### src/rtl/xtea_pkg.sv
// ----------------------------------------------------------------------------
// XTEA package
// Widths, register indexes and reset values shared by the XTEA cipher engine.
// ----------------------------------------------------------------------------
package xtea_pkg;

    localparam int WORD_W    = 32;
    localparam int ROUND_W   = 7;
    localparam int CFG_IDX_W = 3;

    typedef logic [WORD_W-1:0]    word_t;
    typedef logic [ROUND_W-1:0]   round_t;
    typedef logic [CFG_IDX_W-1:0] cfg_idx_t;

    localparam word_t DELTA = 32'h9E37_79B9;

    localparam cfg_idx_t CFG_KEY_ZERO  = 3'd0;
    localparam cfg_idx_t CFG_KEY_ONE   = 3'd1;
    localparam cfg_idx_t CFG_KEY_TWO   = 3'd2;
    localparam cfg_idx_t CFG_KEY_THREE = 3'd3;
    localparam cfg_idx_t CFG_ROUNDS    = 3'd4;

    localparam word_t  KEY_ZERO_RST  = 32'h99AB_129F;
    localparam word_t  KEY_ONE_RST   = 32'h4DE1_E6FA;
    localparam word_t  KEY_TWO_RST   = 32'hBBE8_B100;
    localparam word_t  KEY_THREE_RST = 32'hFA88_8EF3;
    localparam round_t ROUNDS_RST    = 7'd32;

endpackage

### src/rtl/xtea_block_cipher.sv
// ----------------------------------------------------------------------------
// XTEA block cipher
// Enciphers or deciphers one 64-bit block under a 128-bit key with one shared
// half-round unit stepped by a small sequencer.
// ----------------------------------------------------------------------------
//  Channel   Ports                                    Direction
//  input     s_valid s_ready s_op s_block_low/high    in
//  result    m_valid m_ready m_result_low/high        out
//  config    cfg_valid cfg_ready cfg_index cfg_data   in
//
// A block goes from its transfer to its result register through ST_INIT,
// which sets the start sum, then ST_RUN, two half-round steps per round
// through the shared half-round adder chain, then ST_DONE, which loads
// the result register. A new block is taken only in ST_IDLE.
// Reset (synchronous, active low) restores the key and round count defaults.
// The next block is taken while a finished result waits for m_ready; a
// result stalled on m_ready holds the engine in its final state.
// ----------------------------------------------------------------------------
module xtea_block_cipher (
    input  logic                aclk,
    input  logic                aresetn,
    input  logic                s_valid,
    output logic                s_ready,
    input  logic                s_op,
    input  xtea_pkg::word_t     s_block_low,
    input  xtea_pkg::word_t     s_block_high,
    output logic                m_valid,
    input  logic                m_ready,
    output xtea_pkg::word_t     m_result_low,
    output xtea_pkg::word_t     m_result_high,
    input  logic                cfg_valid,
    output logic                cfg_ready,
    input  xtea_pkg::cfg_idx_t  cfg_index,
    input  xtea_pkg::word_t     cfg_data
);
    import xtea_pkg::*;

    localparam logic [1:0] ST_IDLE = 2'd0;
    localparam logic [1:0] ST_INIT = 2'd1;
    localparam logic [1:0] ST_RUN  = 2'd2;
    localparam logic [1:0] ST_DONE = 2'd3;

    logic [1:0] state_reg, state_next;
    word_t      key0_reg, key1_reg, key2_reg, key3_reg;
    round_t     rounds_reg;
    logic       dec_reg, dec_next;
    logic       phase_reg, phase_next;
    round_t     left_reg, left_next;
    word_t      a_reg, a_next;
    word_t      b_reg, b_next;
    word_t      sum_reg, sum_next;
    logic       m_valid_reg, m_valid_next;
    word_t      res_lo_reg, res_lo_next;
    word_t      res_hi_reg, res_hi_next;

    logic       use_high;
    logic [1:0] key_sel;
    word_t      key_word;
    word_t      w_op;
    word_t      t_op;
    word_t      mix_w;
    word_t      f_val;
    word_t      half_res;
    word_t      dec_start;
    logic       out_free;

    assign s_ready   = (state_reg == ST_IDLE);
    assign cfg_ready = 1'b1;
    assign m_valid       = m_valid_reg;
    assign m_result_low  = res_lo_reg;
    assign m_result_high = res_hi_reg;
    assign out_free  = !m_valid_reg || m_ready;

    always_ff @(posedge aclk) begin
        if (!aresetn) begin
            key0_reg   <= KEY_ZERO_RST;
            key1_reg   <= KEY_ONE_RST;
            key2_reg   <= KEY_TWO_RST;
            key3_reg   <= KEY_THREE_RST;
            rounds_reg <= ROUNDS_RST;
        end else if (cfg_valid && cfg_ready) begin
            unique case (cfg_index)
                CFG_KEY_ZERO:  key0_reg   <= cfg_data;
                CFG_KEY_ONE:   key1_reg   <= cfg_data;
                CFG_KEY_TWO:   key2_reg   <= cfg_data;
                CFG_KEY_THREE: key3_reg   <= cfg_data;
                CFG_ROUNDS:    rounds_reg <= cfg_data[ROUND_W-1:0];
                default: ;
            endcase
        end
    end

    // The half-round working on word b as its target also uses the upper key
    // index bits; this holds for both directions.
    assign use_high = phase_reg ^ dec_reg;
    assign key_sel  = use_high ? sum_reg[12:11] : sum_reg[1:0];
    assign w_op     = use_high ? a_reg : b_reg;
    assign t_op     = use_high ? b_reg : a_reg;

    always_comb begin
        unique case (key_sel)
            2'd0:    key_word = key0_reg;
            2'd1:    key_word = key1_reg;
            2'd2:    key_word = key2_reg;
            default: key_word = key3_reg;
        endcase
    end

    assign mix_w     = ((w_op << 4) ^ (w_op >> 5)) + w_op;
    assign f_val     = mix_w ^ (sum_reg + key_word);
    assign half_res  = dec_reg ? (t_op - f_val) : (t_op + f_val);
    assign dec_start = WORD_W'(DELTA * {{(WORD_W-ROUND_W){1'b0}}, left_reg});

    always_comb begin
        state_next   = state_reg;
        dec_next     = dec_reg;
        phase_next   = phase_reg;
        left_next    = left_reg;
        a_next       = a_reg;
        b_next       = b_reg;
        sum_next     = sum_reg;
        m_valid_next = m_valid_reg;
        res_lo_next  = res_lo_reg;
        res_hi_next  = res_hi_reg;

        if (m_valid_reg && m_ready) begin
            m_valid_next = 1'b0;
        end

        unique case (state_reg)
            ST_IDLE: begin
                if (s_valid) begin
                    dec_next   = s_op;
                    a_next     = s_block_low;
                    b_next     = s_block_high;
                    left_next  = rounds_reg;
                    phase_next = 1'b0;
                    state_next = ST_INIT;
                end
            end
            ST_INIT: begin
                sum_next   = dec_reg ? dec_start : '0;
                state_next = (left_reg == '0) ? ST_DONE : ST_RUN;
            end
            ST_RUN: begin
                if (use_high) begin
                    b_next = half_res;
                end else begin
                    a_next = half_res;
                end
                if (!phase_reg) begin
                    sum_next = dec_reg ? (sum_reg - DELTA) : (sum_reg + DELTA);
                end else begin
                    left_next = left_reg - ROUND_W'(1);
                    if (left_reg == ROUND_W'(1)) begin
                        state_next = ST_DONE;
                    end
                end
                phase_next = !phase_reg;
            end
            ST_DONE: begin
                if (out_free) begin
                    m_valid_next = 1'b1;
                    res_lo_next  = a_reg;
                    res_hi_next  = b_reg;
                    state_next   = ST_IDLE;
                end
            end
            default: state_next = ST_IDLE;
        endcase
    end

    always_ff @(posedge aclk) begin
        if (!aresetn) begin
            state_reg   <= ST_IDLE;
            m_valid_reg <= 1'b0;
            phase_reg   <= 1'b0;
            left_reg    <= '0;
            dec_reg     <= 1'b0;
        end else begin
            state_reg   <= state_next;
            m_valid_reg <= m_valid_next;
            phase_reg   <= phase_next;
            left_reg    <= left_next;
            dec_reg     <= dec_next;
        end
    end

    always_ff @(posedge aclk) begin
        a_reg      <= a_next;
        b_reg      <= b_next;
        sum_reg    <= sum_next;
        res_lo_reg <= res_lo_next;
        res_hi_reg <= res_hi_next;
    end

    a_accept_init: assert property (@(posedge aclk) disable iff (!aresetn)
        (s_valid && s_ready) |=> (state_reg == ST_INIT))
        else $error("Accepted block did not start the sequencer.");

    a_run_rounds: assert property (@(posedge aclk) disable iff (!aresetn)
        (state_reg == ST_RUN) |-> (left_reg != '0))
        else $error("Round engine running with no rounds left.");

    a_last_round: assert property (@(posedge aclk) disable iff (!aresetn)
        (state_reg == ST_RUN && phase_reg && left_reg == ROUND_W'(1))
        |=> (state_reg == ST_DONE))
        else $error("Last round did not finish the block.");

    a_result_src: assert property (@(posedge aclk) disable iff (!aresetn)
        $rose(m_valid_reg) |-> ($past(state_reg) == ST_DONE))
        else $error("Result appeared without a finished block.");

    a_result_hold: assert property (@(posedge aclk) disable iff (!aresetn)
        (state_reg == ST_DONE && !out_free) |=> (state_reg == ST_DONE))
        else $error("Finished block left while the result register was full.");

endmodule
### config.mk
export PLATFORM = sky130hd
export DESIGN_NAME = xtea_block_cipher
export DESIGN_NICKNAME = d
export VERILOG_FILES = /design/src/rtl/xtea_pkg.sv /design/src/rtl/xtea_block_cipher.sv
export SDC_FILE = /design/constraint.sdc
export NUM_CORES = 1
export LEC_CHECK = 0
export BUFFER_PORTS_ARGS = -buffer_cell sky130_fd_sc_hd__buf_2
export CAP_MARGIN = 15
export CORE_ASPECT_RATIO = 2
export CORE_MARGIN = 8
export CORE_UTILIZATION = 55
export CTS_BUF_LIST = sky130_fd_sc_hd__clkbuf_8
export DETAILED_ROUTE_END_ITERATION = 8
export GPL_ROUTABILITY_DRIVEN = 0
export GPL_TIMING_DRIVEN = 0
export PLACE_DENSITY = 0.74
export SLEW_MARGIN = 5
export SYNTH_ARGS = -nofsm -noshare
export SYNTH_HDL_FRONTEND = slang
export SYNTH_SLANG_ARGS = --single-unit
export TNS_END_PERCENT = 100
### constraint.sdc
create_clock -name aclk -period 11.45 [get_ports aclk]
set_input_delay 1.145 -clock aclk [delete_from_list [all_inputs] [get_ports aclk]]
set_output_delay 1.145 -clock aclk [all_outputs]
set_load 0.05 [all_outputs]
==> qor.yml <==
synth:
  syn_area_um2: 23600
  ys_types: 90
  syn-num-nets: 2926
  ys.flop_type: "edfxtp_1"
  synth_seq_cells: 307
  synth_edf_count: 160
  yosysSeqAreaShare_pct: 32.9
  synthArstFlopShare_pct: 0
  syn_inst: 2563
  synth_area_per_cell_um2: 9.20
  yosys_warnings: 0
critical_path:
  critPathKind: "reg -> reg"
  critical_path.max_fanout: 13
  cp.arrival_ps: 10990
  crit_top_cell: "a21o_1"
  end_kind: "flop"
  critPathMaxStageDelay_ps: 870
  critPathLaunchType: "flop"
  cp_top_family: "compound AO/OA/AOI/OAI gates"
  crit_buf_inv: 4
  crit_required_ps: 11820
  slowest_stage: "dfxtp_1"
cells_and_area:
  nets: 3149
  area_growth_pct: 11.6
  fillers: 3573
  layout-drive-gt1-share_pct: 13.2
  final_common_cell: "nand2_1"
  layout_common_cells: "369 x nand2_1, 209 x ha_1, 191 x inv_1"
  final-instance-count-excl-fill: 3367
drt:
  drt_iter0_drc: 1323
  drc: 0
  post_drt_via_cell_ratio: 6.27
  wire_per_inst_um: 23.7
  dr.pass1.iters: 6
  drt-total-wl_mm: 79.6
  vias: 21106
  antenna_left: 0
timing:
  fmax_mhz: 94.2
  report.final.slew_viol_count: 0
  clock_skew_ps: 50.5
  setup_viol: 0
  fin_tns_setup_ps: 0
  rsz0062_at_grt: "false"
  tightest_slew_ps: 1260
  hold_viol_final: 0
  relSlewSlack_pct: 15.8
  period_share_pct: 92.8
  min_period_ps: 10620
clocking:
  clk_pin_slew_ps: 70
  holdBufCountCts: 0
  clock_sinks: 307
  cts_tree: "built"
  cts-root-buf: "clkbuf_8"
  clock_latency_ps: 640
  numCtsBuffers: 44
  cts_max_level: 2
  clockBufferDepth: 3
placement:
  io_buffers: 169
  place_hpwl_mm: 62.0
  place_inst: 3281
global_route:
  grt_overflow: 0
  antenna_found_initial: 2
  grt_pass1_vias: 22013
  grt_max_degree: 37
  grt_pass1_wl_mm: 120
  grt.total_usage_pct: 31.5
floorplanning:
  core_um2: 42400
  dieArea_um2: 50100
  ioPinCount: 172
  start_util_pct: 55.6
  num_rows: 107
  dieWidth_um: 162
  dieHeight_um: 309
worst_hold_path:
  hold_path.class: "reg -> reg"
flow_run:
  max_cap_violations: 0
status:
  status: "complete, no violations"
-- area by class of cell --
class | instances | area (µm²) | area share (%)
multi-input cells | 1969 | 14800 | 56.1
flip-flops and latches | 307 | 7750 | 29.4
repair buffers | 177 | 1000 | 3.82
clock buffers | 50 | 688 | 2.62
inverters | 183 | 687 | 2.61
well taps | 545 | 682 | 2.59
plain buffers | 104 | 405 | 1.54
clock inverters | 30 | 323 | 1.23
diodes | 2 | 5.00 | 0.0190
-- worst register-to-register path, delay by kind of cell, from the launching register on --
kind / cells / cell delay (ps)
DFF: 1 / 870
adders and majority gates: 2 / 720
muxes: 1 / 800
buffers and inverters: 4 / 2180
xor gates and xnor gates: 5 / 1330
and+or+nand+nor: 2 / 1120
AOI/OAI and AO/OA: 14 / 3330
-- cells in the mapped netlist, types with 18 or more instances --
library cell | instances | area (µm²)
o21ai_0 | 133 | 666
nand4_1 | 22 | 138
or3_1 | 22 | 138
xor2_1 | 60 | 526
nand3_1 | 111 | 556
nor3_1 | 35 | 175
mux4_2 | 32 | 721
nor2b_1 | 27 | 169
and2_1 | 19 | 119
inv_1 | 183 | 687
a21o_1 | 70 | 526
edfxtp_1 | 160 | 4800
a21boi_0 | 67 | 503
nor2_1 | 93 | 349
o21bai_1 | 19 | 143
dfxtp_1 | 147 | 2940
o211ai_1 | 18 | 135
ha_1 | 209 | 2620
a21oi_1 | 138 | 691
xnor2_1 | 129 | 1130
nand2_1 | 369 | 1390
fa_1 | 49 | 981
o21a_1 | 29 | 218
a211oi_1 | 21 | 158
mux2i_1 | 32 | 320
clkbuf_1 | 94 | 353
mux2_2 | 50 | 563
-- metrics by stage --
stage               area, µm²  hold WS [ps]  util (%)  setup WS (ps)
floorplan               23600           435         -           3700
global placement        25100           444      59.2           1160
detailed placement      25200           454      59.5            940
CTS                     26200           468      61.8            923
global route            26300           488      62.0            236
finish                  26300           464      62.0            829
-- cells by family after synthesis --
logic type	after synthesis	share of synthesized area, %
fa+ha+maj	258	15.3
xor+xnor	195	7.57
compound gates	622	17.3
flops	307	32.9
buf+inv	287	4.63
simple gates	779	15.5
mux	114	6.80
other cells	1	0.0159
-- layer usage --
layer	part of all wire [%]	track usage, %
met1	30	27.5
met5	0	0
met2	51	57.3
met3	8.4	8.11
met4	11	29.4
-- timing repair --
action	CTS	global route
gates resized for setup	0	1
setup buffers	0	0
setup endpoints to repair	0	2
-- final timing paths --
path                               start                to  slack, ps  cells past startpoint
worst max register to register   dec_reg         a_reg[31]        830                     28
worst max-delay path             dec_reg         a_reg[31]        830                     28
worst min-delay path            b_reg[4]  m_result_high[4]        460                      0
worst min register to register  b_reg[4]  m_result_high[4]        460                      0
Power is not shown: default switching activity piles up to over one toggle a cycle in this logic, so the estimate is an artifact.
